--- src/hw/rtl/rbg_pkg.sv ---
// rbg_pkg: shared constants and types for the renko brick generator
// no dependencies; used by rbg_alu and renko_brick_generator
package rbg_pkg;

	localparam int unsigned PRICE_W          = 32;
	localparam int unsigned TIME_W           = 48;
	localparam int unsigned SIZE_W           = 31;
	localparam int unsigned MAX_BRICKS       = 64;
	localparam int unsigned CNT_W            = $clog2(MAX_BRICKS + 1);
	localparam logic [SIZE_W-1:0] SIZE_RESET = SIZE_W'(100);

	typedef enum logic [1:0] {
		ST_IDLE,
		ST_DIST,
		ST_NEG,
		ST_BRICK
	} rbg_state_t;

	// result of the shared subtract/compare unit
	typedef struct packed {
		logic [PRICE_W-1:0] diff;
		logic               borrow;
		logic               lt2;
	} rbg_alu_res_t;

endpackage

--- src/hw/rtl/rbg_alu.sv ---
// rbg_alu: shared subtract and compare unit of the brick sequencer
// depends on rbg_pkg
module rbg_alu (
	input  logic [rbg_pkg::PRICE_W-1:0] op_a,
	input  logic [rbg_pkg::PRICE_W-1:0] op_b,
	output rbg_pkg::rbg_alu_res_t       res
);

	logic [rbg_pkg::PRICE_W:0] sub;

	always_comb begin
		sub        = {1'b0, op_a} - {1'b0, op_b};
		res.diff   = sub[rbg_pkg::PRICE_W-1:0];
		res.borrow = sub[rbg_pkg::PRICE_W];
		// a < 2*b, so the brick about to go out is the final one
		res.lt2    = {1'b0, op_a} < {op_b, 1'b0};
	end

endmodule

--- src/hw/rtl/renko_brick_generator.sv ---
// renko_brick_generator: top level, sequencer, anchor state and output register
// depends on rbg_pkg and rbg_alu
//
//  channel  | handshake            | payload
//  ---------+----------------------+---------------------------------------------
//  in       | in_valid / in_stall  | close_price, candle_time
//  out      | out_valid / out_stall| brick_open, brick_close, brick_up,
//           |                      | brick_time, last_brick
//  cfg      | cfg_valid / cfg_ready| brick_size
//
// every item is taken in idle; with the anchor clear that is all; otherwise
// the distance is formed in ST_DIST (and ST_NEG on a rising move), then one
// brick per cycle while the output is free, via the shared subtract/compare
// unit, or back to idle when no brick is due; up to 64 bricks per item
// a stalled output freezes the brick loop; in_stall is high until the loop ends
// cfg_ready only in idle and only while no input beat is offered
// reset: brick size 100, anchor clear, output empty
module renko_brick_generator (
	input  logic                               clk,
	input  logic                               arst_n,
	input  logic                               in_valid,
	output logic                               in_stall,
	input  logic [rbg_pkg::PRICE_W-1:0]        close_price,
	input  logic [rbg_pkg::TIME_W-1:0]         candle_time,
	output logic                               out_valid,
	input  logic                               out_stall,
	output logic [rbg_pkg::PRICE_W-1:0]        brick_open,
	output logic [rbg_pkg::PRICE_W-1:0]        brick_close,
	output logic                               brick_up,
	output logic [rbg_pkg::TIME_W-1:0]         brick_time,
	output logic                               last_brick,
	input  logic                               cfg_valid,
	output logic                               cfg_ready,
	input  logic [rbg_pkg::SIZE_W-1:0]         brick_size
);

	rbg_pkg::rbg_state_t          state_q, state_d;
	logic [rbg_pkg::SIZE_W-1:0]   size_q;
	logic [rbg_pkg::PRICE_W-1:0]  anchor_q;
	logic                         anchor_valid_q;
	logic [rbg_pkg::PRICE_W-1:0]  price_q;
	logic [rbg_pkg::TIME_W-1:0]   time_q;
	logic [rbg_pkg::PRICE_W-1:0]  dist_q;
	logic                         up_q;
	logic [rbg_pkg::CNT_W-1:0]    cnt_q;
	logic                         out_valid_q;
	logic [rbg_pkg::PRICE_W-1:0]  open_q;
	logic [rbg_pkg::PRICE_W-1:0]  close_q;
	logic                         up_out_q;
	logic [rbg_pkg::TIME_W-1:0]   time_out_q;
	logic                         last_q;

	logic [rbg_pkg::PRICE_W-1:0]  op_a, op_b;
	rbg_pkg::rbg_alu_res_t        alu;
	logic [rbg_pkg::PRICE_W-1:0]  size_ext;
	logic [rbg_pkg::PRICE_W-1:0]  next_anchor;
	logic                         in_acc, cfg_acc, slot_free;
	logic                         load_dist, load_neg, emit, emit_last;

	assign size_ext    = {1'b0, size_q};
	assign next_anchor = up_q ? anchor_q + size_ext : anchor_q - size_ext;
	assign in_acc      = in_valid && !in_stall;
	assign cfg_acc     = cfg_valid && cfg_ready;
	assign slot_free   = !out_valid_q || !out_stall;

	rbg_alu u_alu (
		.op_a (op_a),
		.op_b (op_b),
		.res  (alu)
	);

	always_ff @(posedge clk or negedge arst_n) begin
		if (!arst_n) begin
			state_q <= rbg_pkg::ST_IDLE;
		end else begin
			state_q <= state_d;
		end
	end

	always_comb begin
		state_d   = state_q;
		in_stall  = 1'b1;
		cfg_ready = 1'b0;
		op_a      = anchor_q;
		op_b      = price_q;
		load_dist = 1'b0;
		load_neg  = 1'b0;
		emit      = 1'b0;
		emit_last = 1'b0;
		case (state_q)
			rbg_pkg::ST_IDLE: begin
				in_stall  = 1'b0;
				// an input beat goes first
				cfg_ready = !in_valid;
				if (in_valid && anchor_valid_q) begin
					state_d = rbg_pkg::ST_DIST;
				end
			end
			rbg_pkg::ST_DIST: begin
				// anchor - price; a borrow means the move is upward
				if (alu.borrow) begin
					state_d = rbg_pkg::ST_NEG;
				end else begin
					load_dist = 1'b1;
					state_d   = rbg_pkg::ST_BRICK;
				end
			end
			rbg_pkg::ST_NEG: begin
				op_a     = price_q;
				op_b     = anchor_q;
				load_neg = 1'b1;
				state_d  = rbg_pkg::ST_BRICK;
			end
			rbg_pkg::ST_BRICK: begin
				op_a = dist_q;
				op_b = size_ext;
				if (alu.borrow) begin
					state_d = rbg_pkg::ST_IDLE;
				end else if (slot_free) begin
					emit      = 1'b1;
					emit_last = alu.lt2 ||
						(cnt_q == rbg_pkg::CNT_W'(rbg_pkg::MAX_BRICKS - 1));
					if (emit_last) begin
						state_d = rbg_pkg::ST_IDLE;
					end
				end
			end
			default: begin
				state_d = rbg_pkg::ST_IDLE;
			end
		endcase
	end

	// control state: size register, anchor flag and anchor, brick count, output valid
	always_ff @(posedge clk or negedge arst_n) begin
		if (!arst_n) begin
			size_q         <= rbg_pkg::SIZE_RESET;
			anchor_valid_q <= 1'b0;
			out_valid_q    <= 1'b0;
			anchor_q       <= '0;
			cnt_q          <= '0;
		end else begin
			if (cfg_acc && brick_size != '0) begin
				size_q         <= brick_size;
				anchor_valid_q <= 1'b0;
			end else if (in_acc && !anchor_valid_q) begin
				anchor_valid_q <= 1'b1;
			end
			if (in_acc && !anchor_valid_q) begin
				anchor_q <= close_price;
			end else if (emit) begin
				anchor_q <= next_anchor;
			end
			if (emit) begin
				out_valid_q <= 1'b1;
			end else if (!out_stall) begin
				out_valid_q <= 1'b0;
			end
			if (in_acc) begin
				cnt_q <= '0;
			end else if (emit) begin
				cnt_q <= cnt_q + 1'b1;
			end
		end
	end

	// payload registers
	always_ff @(posedge clk) begin
		if (in_acc) begin
			price_q <= close_price;
			time_q  <= candle_time;
		end
		if (load_dist) begin
			dist_q <= alu.diff;
			up_q   <= 1'b0;
		end else if (load_neg) begin
			dist_q <= alu.diff;
			up_q   <= 1'b1;
		end else if (emit) begin
			dist_q <= alu.diff;
		end
		if (emit) begin
			open_q     <= anchor_q;
			close_q    <= next_anchor;
			up_out_q   <= up_q;
			time_out_q <= time_q;
			last_q     <= emit_last;
		end
	end

	assign out_valid   = out_valid_q;
	assign brick_open  = open_q;
	assign brick_close = close_q;
	assign brick_up    = up_out_q;
	assign brick_time  = time_out_q;
	assign last_brick  = last_q;

	a_anchor_follows: assert property (@(posedge clk) disable iff (!arst_n)
		emit |=> anchor_q == brick_close)
		else $error("anchor does not follow emitted brick");

	a_cnt_bound: assert property (@(posedge clk) disable iff (!arst_n)
		cnt_q <= rbg_pkg::CNT_W'(rbg_pkg::MAX_BRICKS))
		else $error("brick count above limit");

	a_brick_width: assert property (@(posedge clk) disable iff (!arst_n)
		out_valid_q |-> ((up_out_q ? close_q - open_q : open_q - close_q) == size_ext))
		else $error("brick width differs from brick size");

	a_no_brick_ends: assert property (@(posedge clk) disable iff (!arst_n)
		(state_q == rbg_pkg::ST_BRICK && alu.borrow) |=> state_q == rbg_pkg::ST_IDLE)
		else $error("sequencer did not finish on short distance");

	a_last_ends: assert property (@(posedge clk) disable iff (!arst_n)
		(emit && emit_last) |=> (state_q == rbg_pkg::ST_IDLE && last_q))
		else $error("final brick did not end the item");

endmodule
--- config.mk ---
export PLATFORM = sky130hd
export DESIGN_NAME = renko_brick_generator
export DESIGN_NICKNAME = d
export VERILOG_FILES = /design/src/hw/rtl/rbg_pkg.sv /design/src/hw/rtl/rbg_alu.sv /design/src/hw/rtl/renko_brick_generator.sv
export SDC_FILE = /design/constraint.sdc
export NUM_CORES = 1
export LEC_CHECK = 0
export ABC_AREA = 1
export BUFFER_PORTS_ARGS = -buffer_cell sky130_fd_sc_hd__clkbuf_2
export CAP_MARGIN = 15
export CORE_MARGIN = 1.5
export CORE_UTILIZATION = 41
export DETAILED_ROUTE_END_ITERATION = 8
export GPL_ROUTABILITY_DRIVEN = 0
export GPL_TIMING_DRIVEN = 0
export SLEW_MARGIN = 10
export SYNTH_ARGS = -nofsm -noshare
export SYNTH_HDL_FRONTEND = slang
export SYNTH_SLANG_ARGS = --single-unit
--- constraint.sdc ---
create_clock -name clk -period 5.01 [get_ports clk]
set_input_delay 1.2525 -clock clk [delete_from_list [all_inputs] [get_ports clk]]
set_output_delay 1.2525 -clock clk [all_outputs]
set_load 0.05 [all_outputs]
# Word level (Yosys, flattened, before mapping)

Cells that the tools add are included.

Register bits: 301

$add $sub $neg: 4
Magnitude comparators: 1
Equality and inequality tests: 8
Multiplexer cells: 28
Bitwise operators: 2
Reductions and logical operators: 19

Operators by type and width:

| cell                                                                    | number |
|---|---|
| 32-bit two-way mux                                                      | 6 |
| 32-bit case mux with 2 select lines                                     | 2 |
| 32-bit by 33-bit < comparator with 1-bit output                         | 1 |
| 32-bit by 32-bit subtractor with 33-bit output                          | 1 |
| 32-bit by 31-bit adder with 32-bit output                               | 1 |
| 32-bit by 31-bit subtractor with 32-bit output                          | 1 |
| 31-bit nonzero test                                                     | 1 |
| 7-bit two-way mux                                                       | 2 |
| 1-bit two-way mux                                                       | 13 |
| 2-bit two-way mux                                                       | 4 |
| 2-bit case mux with 4 select lines                                      | 1 |
| 7-bit by 1-bit adder with 7-bit output, second input constant           | 1 |
| 7-bit by 6-bit equality test with 1-bit output, second input constant   | 1 |
| 3-bit by 2-bit inequality test with 1-bit output, second input constant | 2 |
| 2-bit nonzero test                                                      | 3 |
| 1-bit logical AND                                                       | 5 |
| 2-bit equality test, second input constant                              | 2 |
| 1-bit logical NOT                                                       | 4 |
| 2-bit by 1-bit inequality test with 1-bit output, second input constant | 2 |
| 3-bit AND reduction                                                     | 1 |
| 3-bit nonzero test                                                      | 1 |
| 3-bit OR reduction                                                      | 1 |
| 2-bit by 1-bit equality test with 1-bit output, second input constant   | 1 |
| 2-bit logical NOT                                                       | 1 |
| 2 further kinds                                                         | 4 |

# Longest topological paths before layout

Depth in word-level cells: 8
Gate-level depth with buffers: 25

# By module

Synthesis repeated with hierarchy kept, for this count alone.

Cells, all modules: 2117
Area, all modules: 17757.0 sq um

By module, submodules not included:

| module                | times used | cells each | area each (sq um) | seq. area each (sq um) |
|---|---|---|---|---|
| renko_brick_generator | 1          | 1500       | 14585.2           | 8662.1 |
| rbg_alu               | 1          | 617        | 3171.8            | 0.0 |

# Worst setup path after synthesis

Ideal clock, no wire load.

Path type: register to register
From: register state_q[0]
To: register dist_q[0] (netlist name), enable pin
Arrival time: 3.986 ns
Required time: 4.449 ns
Slack: 0.463 ns
Stages on the path, launching flop included: 21
Buffers on the path: 4
Clock period less this slack: 4.547 ns
Cell sequence: dfrtp_1 inv_1 ha_1 clkbuf_1 clkinv_1 clkbuf_1 o22ai_1 a21oi_1 ha_1 a21oi_1 o21ai_0 a21oi_1 nor2_1 nor2_1 nand2_2 nand2_2 nand2_2 nand2_4 buf_8 buf_8 nand3_1

Longest elaborated chain between the ends: 6
Elaborated cells between the ends (all ways): 12
Classes of those cells: 1 x add/sub; 3 x eq/ne; 7 x mux; 1 x reduce/logical

Ends and longest elaborated chain:

| what                                           | RTL line                                                   | text |
|---|---|---|
| from (decl)                                    | renko_brick_generator.sv:37                                | `rbg_pkg::rbg_state_t state_q, state_d;` |
| from (signal assigned)                         | renko_brick_generator.sv:74                                | `state_q <= rbg_pkg::ST_IDLE;` |
| from (signal assigned)                         | renko_brick_generator.sv:76                                | `state_q <= state_d;` |
| 2-bit equality test                            | renko_brick_generator.sv:90                                | `case (state_q)` |
| 32-bit case mux with 2 select lines            | renko_brick_generator.sv:90                                |  |
| 32-bit by 32-bit subtractor with 33-bit output | rbg_alu.sv:12                                              | `sub = {1'b0, op_a} - {1'b0, op_b};` |
| 1-bit two-way mux, on equally long branches    | renko_brick_generator.sv:101, renko_brick_generator.sv:117 |  |
| 1-bit two-way mux                              | renko_brick_generator.sv:90                                |  |
| 3-bit nonzero test (no source line) *          | --                                                         |  |
| to (signal assigned)                           | renko_brick_generator.sv:174                               | `dist_q <= alu.diff;` |
| to (signal assigned)                           | renko_brick_generator.sv:177                               | `dist_q <= alu.diff;` |
| to (signal assigned)                           | renko_brick_generator.sv:180                               | `dist_q <= alu.diff;` |
| to (decl)                                      | renko_brick_generator.sv:43                                | `logic [rbg_pkg::PRICE_W-1:0] dist_q;` |

Mark *: on every way between the ends. The rest lies on a longest branch, timed or not.
A chain may end at the register's enable or synchronous reset.

# Final worst setup path

From: register state_q[0]
To: register time_out_q, in the netlist brick_time[44], enable pin

Longest elaborated chain between the ends: 5
Elaborated cells between the ends (all ways): 7
Classes of those cells: 1 x add/sub; 2 x eq/ne; 4 x mux

Ends and longest elaborated chain:

| what                                           | RTL line                     | text |
|---|---|---|
| 2-bit equality test                            | renko_brick_generator.sv:90  |  |
| 32-bit case mux with 2 select lines            | renko_brick_generator.sv:90  |  |
| 32-bit by 32-bit subtractor with 33-bit output | rbg_alu.sv:12                |  |
| 1-bit two-way mux                              | renko_brick_generator.sv:117 | `if (alu.borrow) begin` |
| 1-bit two-way mux *                            | renko_brick_generator.sv:90  |  |
| named net emit                                 | renko_brick_generator.sv:58  | `logic load_dist, load_neg, emit, emit_last;` |
| to (signal assigned)                           | renko_brick_generator.sv:186 | `time_out_q <= time_q;` |
| to (decl)                                      | renko_brick_generator.sv:50  | `logic [rbg_pkg::TIME_W-1:0] time_out_q;` |

The timed path passes the listed nets; every way through them passes the cells marked *.

==> results.tsv <==
metric	value	unit
maxcap violations	0	
vias in the first global route	13033	
worst-skew pair later-pin latency	0.56	ns
synth warn	0	
area grow syn2layout	19.2	%
DRC viols	0	
Req. time, crit path	5.24	ns
Fill cells	3671	
setup violators final	0	
clock skew	0.0247	ns
Antenna Violating Nets Remaining	0	
max frequency	213	MHz
TritonCTS clock tree	built	
CTS buffer count	35	
Port Buffer Count	232	
WL final	50400	um
clock-pin slew on the worst setup and hold paths	0.06	ns
# rows	72	
pre-CTS setup slack	-0.424	ns
Via Count	13573	
status	complete, no violations	
Die Height	202	um
Yosys cell types	50	
Clock Path Buffers	3	
layout cell share with drive strength beyond 1	17.1	%
final period utilization	93.8	%
Tot GR Track Use	24.5	%
1st-pass router iterations	7	
core region area	0.0389	mm2
Worst Path Arrival	4.93	ns
GRT overflow	0	
cell family with most CP delay	buffers and inverters	
Crit-path slowest cell	ha_1	
CP Max Fanout	44	
reg-to-reg slack, setup	0.31	ns
fin. max-slew vios	0	
first-pass GRT wire length	75500	um
Post-Place Cells	2443	
syn_nets	1905	
Post-synth EDFFs	226	
ANT cells	0	
H-tree depth	2	
root buffer selected by CTS	clkbuf_16	
hpwl dp	39600	um
unrepaired setup endpoints after global routing	no	
Hold Crit Class	flip-flop to flip-flop	
starting density of the core	41.8	%
Sink Count	301	
die area	0.0409	mm2
DIE WIDTH	202	um
crit end category	flip-flop	
final hold violation count	0	
synthesized instance count	1689	
initial drt markers	1405	
CP Cell Sequence	inv_1 -> ha_2 -> nor2_2 -> buf_6 -> inv_1 -> buf_2 -> o221ai_1 -> ha_1 -> nand2_1 -> nor2_1 -> nand2_1 -> nor2_1 -> nor2_1 -> nand2_2 -> nand2_2 -> nand2_2 -> nand2_4 -> buf_8 -> inv_6 -> clkbuf_16	
Mean Syn Cell Area	9.63	um2
DR WL/cell	20.1	um
Primary FF master, synth	edfxtp_1	
Slew HR	37.3	%
final worst slack	0.309	ns
IO Count	233	
non-filler cells, final	2506	
post-DR vias/cell	5.42	
crit path buf inv count	7	
Worst path max stage delay	0.44	ns
startpoint types	flip-flop	
Slew @ Worst Pin	0.932	ns
Mapped Area	0.0163	mm2
fin crit period	4.70	ns
Yosys reg bits	301	
Final nets	2177	
initial antenna violation count	0	
Async S/R FF share, synth	24.6	%
register area share after synthesis	53.3	%
largest net degree at the start of global routing	89	
Crit Path Class	flip-flop to flip-flop	
-- metal layers --
metal	GRT usage (%)	up-vias	routed length, um
li1	-	6429	-
met1	34.1	6345	21900
met2	36.7	689	21600
met3	4.80	110	4580
met4	11.8	0	2300
met5	0	-	0
-- sequential cells by signal, indices dropped and copies added, names as in the netlist, 2 cells and up --
name	cells
anchor_q	32
cnt_q	7
brick_time	48
price_q	32
state_q	2
dist_q	32
brick_open	32
brick_close	32
time_q	48
size_q	31
-- kinds of logic (layout without fill, tap and decap cells) --
family,count (synthesis),count (layout),synth area share [%]
flops,301,301,53.3
fa+ha+maj,100,100,7.78
xor+xnor,85,85,4.58
compound gates,338,338,12.2
simple gates,652,652,16.9
buf+inv,213,512,5.26
-- what timing repair did --
action | CTS | global route
setup buffers | 0 | 0
hold endpoints to repair | 0 | 0
hold buffers | 0 | 0
resized for setup | 4 | 13
cloned | 0 | 1
pin swaps | 0 | 0
setup endpoints to repair | 119 | 110
-- final timing paths --
path                                   startpoint                  endpoint  cells past startpoint
min                          time_q[37]$_DFFE_PP_  brick_time[37]$_DFFE_PP_                      0
max                        state_q[0]$_DFFE_PN0P_  brick_time[44]$_DFFE_PP_                     20
max reg2reg                state_q[0]$_DFFE_PN0P_  brick_time[44]$_DFFE_PP_                     20
min in group asynchronous                  arst_n    size_q[24]$_DFFE_PN0P_                      1
max in group asynchronous                  arst_n     size_q[2]$_DFFE_PN1P_                      2
min reg2reg                  time_q[37]$_DFFE_PP_  brick_time[37]$_DFFE_PP_                      0
-- cell usage in the layout (no fill, tap or decap), types with 7 or more instances in the layout --
cell type | netlist | final
o22ai_1 | 31 | 31
o21ai_0 | 91 | 91
edfxtp_1 | 226 | 226
clkbuf_1 | 31 | 27
nand3_1 | 54 | 53
nor3_2 | 10 | 10
a21boi_0 | 7 | 7
nor3_1 | 44 | 44
a221oi_1 | 9 | 9
nor4_1 | 12 | 12
o21bai_1 | 8 | 8
nor2_1 | 155 | 155
dfrtp_1 | 71 | 71
a31oi_1 | 13 | 13
o211ai_1 | 25 | 25
xnor2_1 | 15 | 15
xor2_1 | 70 | 70
nand2_1 | 346 | 346
a21o_1 | 13 | 13
nand4_1 | 13 | 13
clkbuf_16 | 0 | 36
ha_1 | 98 | 97
inv_1 | 168 | 167
clkbuf_2 | 0 | 236
a21oi_1 | 116 | 116
-- through the flow --
step | utilization [%] | cell area (um2) | TNS [ns] | hold slack, ns
after CTS | 49.8 | 19400 | 0 | 0.415
after floorplan | - | 16300 | 0 | 0.400
after global routing | 49.8 | 19400 | 0 | 0.425
after global placement | 46.4 | 18100 | -126.17 | 0.400
final | 49.8 | 19400 | 0 | 0.413
after detailed placement | 46.8 | 18200 | -33.04 | 0.405
-- synthesized netlist by cell type, types with 13 or more instances --
cell type | number | area, um2
edfxtp_1 | 226 | 6790
nand2_1 | 346 | 1300
a21oi_1 | 116 | 581
nand4_1 | 13 | 81.3
a21o_1 | 13 | 97.6
nand3_1 | 54 | 270
o22ai_1 | 31 | 194
inv_1 | 168 | 631
o21ai_0 | 91 | 455
dfrtp_1 | 71 | 1780
nor2_1 | 155 | 582
xor2_1 | 70 | 613
nor3_1 | 44 | 220
a31oi_1 | 13 | 81.3
ha_1 | 98 | 1230
o211ai_1 | 25 | 188
clkbuf_1 | 31 | 116
xnor2_1 | 15 | 131
-- cell type report --
cell class / count / area [um2] / area share [%]
Clock inverter: 24 / 253 / 1.30
Sequential cell: 301 / 8660 / 44.7
Inverter: 171 / 651 / 3.35
Buffer: 40 / 215 / 1.11
Multi-Input combinational cell: 1175 / 6760 / 34.9
Tap cell: 518 / 648 / 3.34
Timing Repair Buffer: 237 / 1300 / 6.70
Clock buffer: 40 / 905 / 4.66
Power is left out: the tool's default activity adds up to more than one toggle a clock period on the data nets, which glitch-free logic cannot reach.
